==> src/sv/ttl_kvt_pkg.sv <==
// Package for the TTL key/value table: sizes, request kinds, status codes,
// and the command/status structs shared between controller and datapath.
`default_nettype none
package ttl_kvt_pkg;
   localparam int DEPTH = 64;
   localparam int IDX_W = $clog2(DEPTH);
   localparam int KEY_W = 64;
   localparam int VAL_W = 64;
   localparam int EXP_W = 33;
   localparam int CNT_W = 48;
   localparam int LIM_W = 7;

   localparam logic [2:0] KIND_GET    = 3'd0;
   localparam logic [2:0] KIND_SET    = 3'd1;
   localparam logic [2:0] KIND_DELETE = 3'd2;
   localparam logic [2:0] KIND_FLUSH  = 3'd3;
   localparam logic [2:0] KIND_STATUS = 3'd4;

   localparam logic [1:0] ST_OK       = 2'd0;
   localparam logic [1:0] ST_NOTFOUND = 2'd1;
   localparam logic [1:0] ST_FULL     = 2'd2;

   // controller -> datapath
   typedef struct packed {
      logic             load;      // capture request
      logic             rd_en;     // read slot at idx
      logic [IDX_W-1:0] idx;
      logic             drop;      // clear active of slot idx
      logic             wr_val;    // write value+expiry at idx
      logic             wr_key;    // write key + set active at idx
      logic             flush;
      logic             count_rm;  // bump removed count
      logic             hit_inc;
      logic             miss_inc;
      logic             set_inc;
      logic             clr_rd;
   } cmd_type;

   // datapath -> controller (about slot read last cycle)
   typedef struct packed {
      logic active;
      logic key_eq;
      logic expired;
      logic free_any;   // active flag of idx is clear (combinational)
   } stat_type;
endpackage
`default_nettype wire

==> src/sv/ttl_kvt_ctrl.sv <==
// Controller of the TTL key/value table: scans slots one at a time and
// sequences lookup, insert, delete, flush and sweep. Depends on ttl_kvt_pkg.
`default_nettype none
module ttl_kvt_ctrl (
   input  wire logic                        clock,
   input  wire logic                        reset,
   input  wire logic                        req_fire,
   input  wire logic [2:0]                  req_kind,
   input  wire logic [ttl_kvt_pkg::LIM_W-1:0] limit,
   input  wire logic [ttl_kvt_pkg::LIM_W-1:0] entry_count,
   input  wire ttl_kvt_pkg::stat_type       stat,
   input  wire logic                        out_free,
   output ttl_kvt_pkg::cmd_type             cmd,
   output logic                             busy,
   output logic                             done,
   output logic [1:0]                       status
);
   import ttl_kvt_pkg::*;

   typedef enum logic [5:0] {
      S_IDLE  = 6'b000001,
      S_READ  = 6'b000010,
      S_CHECK = 6'b000100,
      S_FREE  = 6'b001000,
      S_SWEEP = 6'b010000,
      S_DONE  = 6'b100000
   } state_type;

   state_type        state_ff, state_in;
   logic [2:0]       kind_ff, kind_in;
   logic [LIM_W-1:0] idx_ff, idx_in, lim;
   logic [1:0]       st_ff, st_in;
   logic             last;

   assign lim  = (limit > LIM_W'(DEPTH)) ? LIM_W'(DEPTH) : limit;
   assign last = (idx_ff + 1'b1) >= lim;

   always_comb begin
      state_in = state_ff;
      kind_in  = kind_ff;
      idx_in   = idx_ff;
      st_in    = st_ff;
      cmd      = '0;
      cmd.idx  = idx_ff[IDX_W-1:0];
      case (state_ff)
         S_IDLE: if (req_fire) begin
            cmd.load   = 1'b1;
            cmd.clr_rd = 1'b1;
            kind_in    = req_kind;
            idx_in     = '0;
            st_in      = ST_OK;
            case (req_kind)
               KIND_GET, KIND_SET, KIND_DELETE, KIND_STATUS:
                  state_in = (lim == '0) ? S_DONE : S_READ;
               KIND_FLUSH: begin
                  cmd.flush = 1'b1;
                  state_in  = S_DONE;
               end
               default: state_in = S_DONE;
            endcase
            if (lim == '0) begin
               case (req_kind)
                  KIND_GET: begin
                     st_in = ST_NOTFOUND;
                     cmd.miss_inc = 1'b1;
                  end
                  KIND_DELETE: st_in = ST_NOTFOUND;
                  KIND_SET: st_in = ST_FULL;
                  default: ;
               endcase
            end
         end
         S_READ: begin
            cmd.rd_en = 1'b1;
            state_in  = (kind_ff == KIND_STATUS) ? S_SWEEP : S_CHECK;
         end
         S_CHECK: begin
            if (stat.active && stat.key_eq) begin
               state_in = S_DONE;
               if (stat.expired) begin
                  cmd.drop = 1'b1;
                  case (kind_ff)
                     KIND_GET: begin
                        st_in = ST_NOTFOUND;
                        cmd.miss_inc = 1'b1;
                     end
                     KIND_DELETE: st_in = ST_NOTFOUND;
                     default: begin
                        idx_in   = '0;
                        state_in = S_FREE;
                     end
                  endcase
               end else begin
                  case (kind_ff)
                     KIND_GET: cmd.hit_inc = 1'b1;
                     KIND_DELETE: cmd.drop = 1'b1;
                     default: begin
                        cmd.wr_val  = 1'b1;
                        cmd.set_inc = 1'b1;
                     end
                  endcase
               end
            end else if (last) begin
               state_in = S_DONE;
               case (kind_ff)
                  KIND_GET: begin
                     st_in = ST_NOTFOUND;
                     cmd.miss_inc = 1'b1;
                  end
                  KIND_DELETE: st_in = ST_NOTFOUND;
                  default: begin
                     idx_in   = '0;
                     state_in = S_FREE;
                  end
               endcase
            end else begin
               idx_in   = idx_ff + 1'b1;
               state_in = S_READ;
            end
         end
         S_FREE: begin
            // insert into first free slot below the limit
            if (entry_count >= lim) begin
               st_in    = ST_FULL;
               state_in = S_DONE;
            end else if (stat.free_any) begin
               cmd.wr_val  = 1'b1;
               cmd.wr_key  = 1'b1;
               cmd.set_inc = 1'b1;
               state_in    = S_DONE;
            end else if (last) begin
               st_in    = ST_FULL;
               state_in = S_DONE;
            end else idx_in = idx_ff + 1'b1;
         end
         S_SWEEP: begin
            if (stat.active && stat.expired) begin
               cmd.drop     = 1'b1;
               cmd.count_rm = 1'b1;
            end
            if (last) state_in = S_DONE;
            else begin
               idx_in   = idx_ff + 1'b1;
               state_in = S_READ;
            end
         end
         S_DONE: if (out_free) state_in = S_IDLE;
         default: state_in = S_IDLE;
      endcase
   end

   always_ff @(posedge clock) begin
      if (reset) begin
         state_ff <= S_IDLE;
         kind_ff  <= '0;
         idx_ff   <= '0;
         st_ff    <= ST_OK;
      end else begin
         state_ff <= state_in;
         kind_ff  <= kind_in;
         idx_ff   <= idx_in;
         st_ff    <= st_in;
      end
   end

   assign busy   = (state_ff != S_IDLE);
   assign done   = (state_ff == S_DONE) && out_free;
   assign status = st_ff;
endmodule
`default_nettype wire

==> config.mk <==
export PLATFORM = sky130hd
export DESIGN_NAME = ttl_kvt_ctrl
export DESIGN_NICKNAME = d
export VERILOG_FILES = /design/src/sv/ttl_kvt_pkg.sv /design/src/sv/ttl_kvt_ctrl.sv
export SDC_FILE = /design/constraint.sdc
export NUM_CORES = 1
export LEC_CHECK = 0
export ABC_AREA = 1
export BUFFER_PORTS_ARGS = -buffer_cell sky130_fd_sc_hd__buf_2
export CORE_AREA = 2 2 62 64
export CTS_CLUSTER_SIZE = 20
export DETAILED_ROUTE_END_ITERATION = 8
export DIE_AREA = 0 0 64 66
export PLACE_DENSITY_LB_ADDON = 0.12
export SYNTH_ARGS = -nofsm -noshare
export SYNTH_HDL_FRONTEND = slang
export SYNTH_SLANG_ARGS = --single-unit
==> constraint.sdc <==
create_clock -name clock -period 2.65 [get_ports clock]
set_input_delay 0.1325 -clock clock [delete_from_list [all_inputs] [get_ports clock]]
set_output_delay 0.1325 -clock clock [all_outputs]
set_load 0.02 [all_outputs]
==> run_results.csv, run 1 <==
group,metric,value,unit
outcome,run_status,"complete, no violations",
floorplanning,floorplan.rows,22,
synth,post_synth.cell_area_avg,6.28,um2
hold_path,hold_path_class,"primary input to register",
grt,grt_use_total,23.5,%
sta,min_period_over_period,97.5,%
sta,max_freq,0.387,GHz
route,drt-initial-drc-count,137,
clock_network,insertion_delay,0.32,ns
route,antenna_left,0,
synth,synthDominantAreaCellType,"sky130_fd_sc_hd__dfxtp_1",
critical_path,worstPathArrival,2.45,ns
sta,final_period_minus_worst_setup_slack,2.58,ns
sta,final_max_slew_viol_count,0,
critical_path,cp.required,2.52,ns
route,firstDrtPassIters,4,
sta,unrepaired_setup_endpoints_after_global_routing,"true",
route,routed_wirelength,4580,um
synth,postSynth.asyncResetShare,0,%
final_layout,synthToLayoutAreaGrowth,22.9,%
placement,detailed_place_hpwl,3580,um
route,drc_errors,0,
final_layout,multi_input_logic_area,1290,um2
route,wl_per_cell,12.0,um
clock_network,cts_root_buf,"sky130_fd_sc_hd__clkbuf_4",
sta,finalHoldViolCount,0,
clock_network,clk_transition_reported_paths,0.13,ns
power,cellLeakagePower,1.19,nW
synth,synth_cell_count_leaders,"sky130_fd_sc_hd__nand2_1 (67), sky130_fd_sc_hd__nor2_1 (45), sky130_fd_sc_hd__inv_1 (34)",
grt,first_pass_grt_wire_length,7720,um
floorplanning,core_area,3550,um2
placement,finalWeightedCongestion,0.865,
grt,initial_antenna_violation_count,0,
grt,via_count_of_the_first_global_routing_pass,1720,
synth,synth_nets,324,
critical_path,timing_worst_setup_path_type,"register to primary output",
critical_path,worst-r2r-cell-count,15,
final_layout,antenna_cells_inserted,0,
power,p_sw_share,47.2,%
placement,placement.io_buffers,45,
final_layout,finalCoreUtilization,61.7,%
synth,ys_warn_count,0,
power,power.total,1.23,mW
clock_network,hold_buffers,0,
synth,post-synth-top-count-cell,"sky130_fd_sc_hd__nand2_1",
floorplanning,die-height,66,um
synth,yosysUniqueCellTypes,32,
clock_network,tritoncts,"done",
power,power.internal,0.649,mW
final_layout,fill_cells,352,
sta,slew-limit-headroom,72.6,%
final_layout,layout.nets,374,
route,vias,1932,
synth,netlist_top_cells_area,"sky130_fd_sc_hd__dfxtp_1 (20%), sky130_fd_sc_hd__nand2_1 (14%), sky130_fd_sc_hd__ha_1 (11%), sky130_fd_sc_hd__nor2_1 (9.5%), sky130_fd_sc_hd__inv_1 (7.2%)",
synth,synth_cells,284,
critical_path,crit_path_start_kind,"register",
route,vias_per_cell,5.07,
job,drv_cap,0,
clock_network,htreeDepth,1,
synth,post_synth_instance_area,1780,um2
synth,ys_ff_latch,18,
sta,worst_slew_pin_slew,0.411,ns
power,power.density,561,nW/um2
power,power.switching,0.581,mW
sta,final.setup_skew,0.0155,ns
power,power.share.sequential,29.9,%
floorplanning,floorplan.initialDensity,50.2,%
power,p_clk_share,15.1,%
critical_path,critical_path_peak_fanout,4,
grt,grt_residual_overflow,0,
final_layout,layout.area.seq,373,um2
clock_network,max-clock-path-buffers,2,
grt,largest_net_degree_at_the_start_of_global_routing,13,
synth,synth_enable_flop_cells,0,
clock_network,cts.sinks,18,
floorplanning,die_width,64,um
power,power.combinational.fraction,55.0,%
floorplanning,top_level_ports,46,
sta,setup-violations-final,0,
floorplanning,die-area,4220,um2
final_layout,final_layout_size_suffix_gt1_share,27.9,%
power,worst_ir_drop_vdd,0.272,mV
hold_path,hold-path-cell-count,2,
critical_path,critPathCaptureType,"primary output",
synth,synthDominantCellAreaShare,20.2,%
synth,synth_flop_cell,"sky130_fd_sc_hd__dfxtp_1",
synth,ys_seq_area_share,20.2,%
clock_network,cts_buffers,3,
==> final timing paths <==
kind	start	to	slack (ns)
worst min-delay path	reset	idx_ff[1]	0.08
worst max register to register	idx_ff[0]	idx_ff[1]	0.15
worst max-delay path	idx_ff[0]	cmd[2]	0.07
worst min register to register	kind_ff[2]	kind_ff[2]	0.48
==> power groups by stage <==
stage                     sequential (mW)  combinational, mW  clock, mW
after floorplan                     0.374              0.453          0
after global placement              0.369              0.595          0
after CTS                           0.365              0.625      0.192
after detailed placement            0.370              0.600          0
final                               0.367              0.677      0.186
after global routing                0.375              0.761      0.206
==> cell families (layout without fill, tap and decap cells) <==
group           count (synthesis)  in the layout  share of synthesized area [%]
simple gates                  163            163                           43.3
fa+ha+maj                      15             15                           10.5
compound gates                 38             38                           12.1
flops                          18             18                           20.2
buf+inv                        45             94                           11.4
xor+xnor                        5              5                           2.46
==> layer usage <==
layer / vias up / global-route usage (%) / part of all wire, %
met4: 0 / 7.07 / 1.2
met5: - / 0 / 0
met3: 4 / 2.21 / 4.6
li1: 1024 / - / -
met1: 848 / 30.3 / 45
met2: 56 / 41.1 / 49
==> through the flow <==
step / hold WS (ns) / instance area [um2] / std cells / setup slack, ns / setup TNS (ns)
global placement: 0.417 / 2020 / 371 / 0.0927 / 0
detailed placement: 0.422 / 2020 / 371 / 0.0140 / 0
finish: 0.0812 / 2190 / 381 / 0.0664 / 0
floorplan: 0.195 / 1780 / 284 / 0.245 / 0
global route: 0.0668 / 2190 / 381 / -0.0387 / -0.0463
CTS: 0.0815 / 2090 / 376 / 0.00178 / 0
==> sequential cells by signal (all words and copies together), names as in the netlist <==
name and flops:
kind_ff 3, state_ff 6, status 2, idx_ff 7
==> layout make-up <==
type / count / area share, %
Inverter: 36 / 6.16
Sequential cell: 18 / 17.0
Multi-Input combinational cell: 221 / 58.8
Tap cell: 48 / 2.74
Timing Repair Buffer: 54 / 13.6
Clock buffer: 4 / 1.66
==> timing repair <==
item | 4_1_cts | 5_1_grt
hold endpoints to repair | 0 | 0
setup endpoints to repair | 2 | 14
pin swaps | 1 | 9
setup buffers | 1 | 5
resized for setup | 4 | 19
==> cell usage in the layout (no fill, tap or decap), drive strengths merged <==
| cell type | instances |
|---|---|
| nand2 | 71 |
| buf | 54 |
| nor2 | 53 |
| inv | 36 |
| a21oi | 19 |
| dfxtp | 18 |
| nand3 | 18 |
| ha | 15 |
| o21ai | 12 |
| nor3 | 8 |
| nand4 | 8 |
| xor2 | 5 |
| nand3b | 4 |
| clkbuf | 4 |
| a21boi | 1 |
| a21o | 1 |
| o32ai | 1 |
| a32o | 1 |
| o22ai | 1 |
| a22oi | 1 |
| a31oi | 1 |
| nor3b | 1 |
==> critical path, cell delays in order, from the launching register on <==
cell and delay, ns:
sky130_fd_sc_hd__dfxtp_4 0.39, sky130_fd_sc_hd__ha_4 0.14, sky130_fd_sc_hd__nand3_4 0.09, sky130_fd_sc_hd__nor3_4 0.20
sky130_fd_sc_hd__xor2_1 0.20, sky130_fd_sc_hd__ha_1 0.28, sky130_fd_sc_hd__nand2_1 0.10, sky130_fd_sc_hd__nand2_2 0.07
sky130_fd_sc_hd__a21oi_4 0.16, sky130_fd_sc_hd__nand3_2 0.10, sky130_fd_sc_hd__a32o_1 0.28, sky130_fd_sc_hd__buf_6 0.13
No activity file was read; power rests on OpenSTA's default activity.
==> inputs of run 2 (changes only) <==
--- a/config.mk
+++ b/config.mk
@@ -7,10 +7,10 @@
 export LEC_CHECK = 0
 export ABC_AREA = 1
 export BUFFER_PORTS_ARGS = -buffer_cell sky130_fd_sc_hd__buf_2
-export CORE_AREA = 2 2 62 64
+export CORE_AREA = 2 2 45 88
 export CTS_CLUSTER_SIZE = 20
 export DETAILED_ROUTE_END_ITERATION = 8
-export DIE_AREA = 0 0 64 66
+export DIE_AREA = 0 0 47 90
 export PLACE_DENSITY_LB_ADDON = 0.12
 export SYNTH_ARGS = -nofsm -noshare
 export SYNTH_HDL_FRONTEND = slang
==> run 2 against run 1 <==
Total power up 4.0%. First-iteration DRC count down 69%. Register-to-register slack about the same. Design area down 0.97%. Sequential share of layout area down 0.24 points. Non-clock buffer count down 3. Clock-buffer cell count unchanged. Via count up 3.8%. Cell count down 0.26%. Hold slack better by 0.039 ns. Utilization down 0.90 points. Critical path type unchanged.
==> run_results.csv, run 2 (synthesized netlist as in run 1, its figures left out) <==
group,metric,value,unit
clock_network,htreeDepth,1,
hold_path,hold_path_class,"primary input to register",
grt,grt_residual_overflow,0,
sta,min_period_over_period,95.4,%
route,drc_errors,0,
sta,finalHoldViolCount,0,
critical_path,worstPathArrival,2.40,ns
floorplanning,die-height,90,um
outcome,run_status,"complete, no violations",
final_layout,layout.nets,372,
grt,first_pass_grt_wire_length,8350,um
sta,unrepaired_setup_endpoints_after_global_routing,"true",
floorplanning,core_area,3570,um2
clock_network,max-clock-path-buffers,2,
placement,placement.io_buffers,45,
final_layout,final_common_cell,"sky130_fd_sc_hd__nand2_1",
placement,finalWeightedCongestion,0.974,
grt,largest_net_degree_at_the_start_of_global_routing,13,
critical_path,critical_path_peak_fanout,4,
sta,final_max_slew_viol_count,0,
floorplanning,die_width,47,um
placement,detailed_place_hpwl,4200,um
floorplanning,floorplan.initialDensity,50.0,%
clock_network,insertion_delay,0.26,ns
grt,initial_antenna_violation_count,0,
route,drt-initial-drc-count,43,
sta,final.setup_skew,0.00538,ns
grt,via_count_of_the_first_global_routing_pass,1931,
route,wl_per_cell,13.6,um
route,antenna_left,0,
route,vias_per_cell,5.28,
critical_path,timing_worst_setup_path_type,"register to primary output",
route,firstDrtPassIters,4,
final_layout,fill_cells,394,
route,vias,2006,
power,worst_ir_drop_vdd,0.342,mV
sta,final_period_minus_worst_setup_slack,2.53,ns
final_layout,layout_top_registers,"idx_ff: 7 flops, state_ff: 6 flops, kind_ff: 3 flops",
final_layout,registers.top_by_ff_count,"idx_ff",
critical_path,crit_path_start_kind,"register",
grt,grt_use_total,26.4,%
final_layout,mostFrequentLayoutCells,"sky130_fd_sc_hd__nand2_1 (64), sky130_fd_sc_hd__nor2_1 (45), sky130_fd_sc_hd__buf_2 (45), sky130_fd_sc_hd__inv_1 (33)",
final_layout,final_layout_size_suffix_gt1_share,27.8,%
clock_network,clk_transition_reported_paths,0.07,ns
clock_network,cts_root_buf,"sky130_fd_sc_hd__clkbuf_8",
job,drv_cap,0,
power,cellLeakagePower,1.16,nW
clock_network,hold_buffers,0,
final_layout,synthToLayoutAreaGrowth,21.8,%
final_layout,finalCoreUtilization,60.8,%
sta,setup-violations-final,0,
floorplanning,top_level_ports,46,
clock_network,cts_buffers,3,
power,power.density,589,nW/um2
sta,max_freq,0.396,GHz
clock_network,tritoncts,"done",
route,routed_wirelength,5170,um
final_layout,largest_register_ff_count,7,
floorplanning,die-area,4230,um2
floorplanning,floorplan.rows,31,
clock_network,cts.sinks,18,
final_layout,antenna_cells_inserted,0,
sta,fin_hold_ws,0.121,ns
sta,slew-limit-headroom,65.1,%
critical_path,critPathCaptureType,"primary output",
sta,worst_slew_pin_slew,0.519,ns
critical_path,cp.required,2.52,ns
[run 2: power by group]
| group | switching [mW] | total [mW] | internal, mW |
|---|---|---|---|
| combinational | 0.440 | 0.680 | 0.240 |
| clock | 0.0965 | 0.229 | 0.132 |
| sequential | 0.0523 | 0.370 | 0.318 |
[run 2: final timing paths]
check,start,endpoint,slack (ns),depth (start not counted)
worst min-delay path,reset,idx_ff[1],0.12,2
worst max-delay path,idx_ff[2],cmd[2],0.12,11
worst max register to register,idx_ff[2],idx_ff[4],0.14,16
worst min register to register,kind_ff[2],kind_ff[2],0.48,2
[run 2: metal layers]
metal / vias up / part of all wire [%] / GRT usage, %
met5: - / 0 / 0
met4: 0 / 4.5 / 13.0
met3: 17 / 2.7 / 1.41
met2: 61 / 59 / 50.0
met1: 914 / 34 / 25.6
li1: 1014 / - / -
[run 2: critical path: stages, from the launching register on]
cell and delay, ns:
sky130_fd_sc_hd__dfxtp_2 0.36, sky130_fd_sc_hd__nand3_1 0.14, sky130_fd_sc_hd__nand3b_1 0.26, sky130_fd_sc_hd__xor2_2 0.18, sky130_fd_sc_hd__inv_1 0.07, sky130_fd_sc_hd__ha_1 0.30
sky130_fd_sc_hd__nand2_1 0.09, sky130_fd_sc_hd__inv_1 0.05, sky130_fd_sc_hd__a21oi_2 0.19, sky130_fd_sc_hd__nand3_2 0.10, sky130_fd_sc_hd__a32o_1 0.24, sky130_fd_sc_hd__buf_2 0.16
[run 2: area by class of cell]
| class | count | area, um2 | share of cell area [%] |
|---|---|---|---|
| Timing Repair Buffer | 51 | 270 | 12.4 |
| Inverter | 36 | 135 | 6.22 |
| Multi-Input combinational cell | 222 | 1280 | 59.2 |
| Tap cell | 49 | 61.3 | 2.82 |
| Sequential cell | 18 | 364 | 16.8 |
| Clock buffer | 4 | 55.1 | 2.54 |
[run 2: repair_timing]
action / in CTS / in global routing
setup endpoints to repair: 1 / 14
gates cloned: 0 / 1
pin swaps: 1 / 3
setup buffers: 1 / 0
resized for setup: 1 / 16
[run 2: per-stage QoR]
| step | power (mW) | setup WS, ns | instances | TNS [ns] | cell area, um2 |
|---|---|---|---|---|---|
| 3_5_place_dp | 0.992 | 0.0284 | 374 | 0 | 2040 |
| 5_1_grt | 1.38 | -0.0236 | 380 | -0.0635 | 2170 |
| 3_3_place_gp | 0.988 | 0.0572 | 374 | 0 | 2040 |
| 6_report | 1.28 | 0.122 | 380 | 0 | 2170 |
| 4_1_cts | 1.24 | 0.0504 | 379 | 0 | 2110 |
| 2_1_floorplan | 0.827 | 0.245 | 284 | 0 | 1780 |
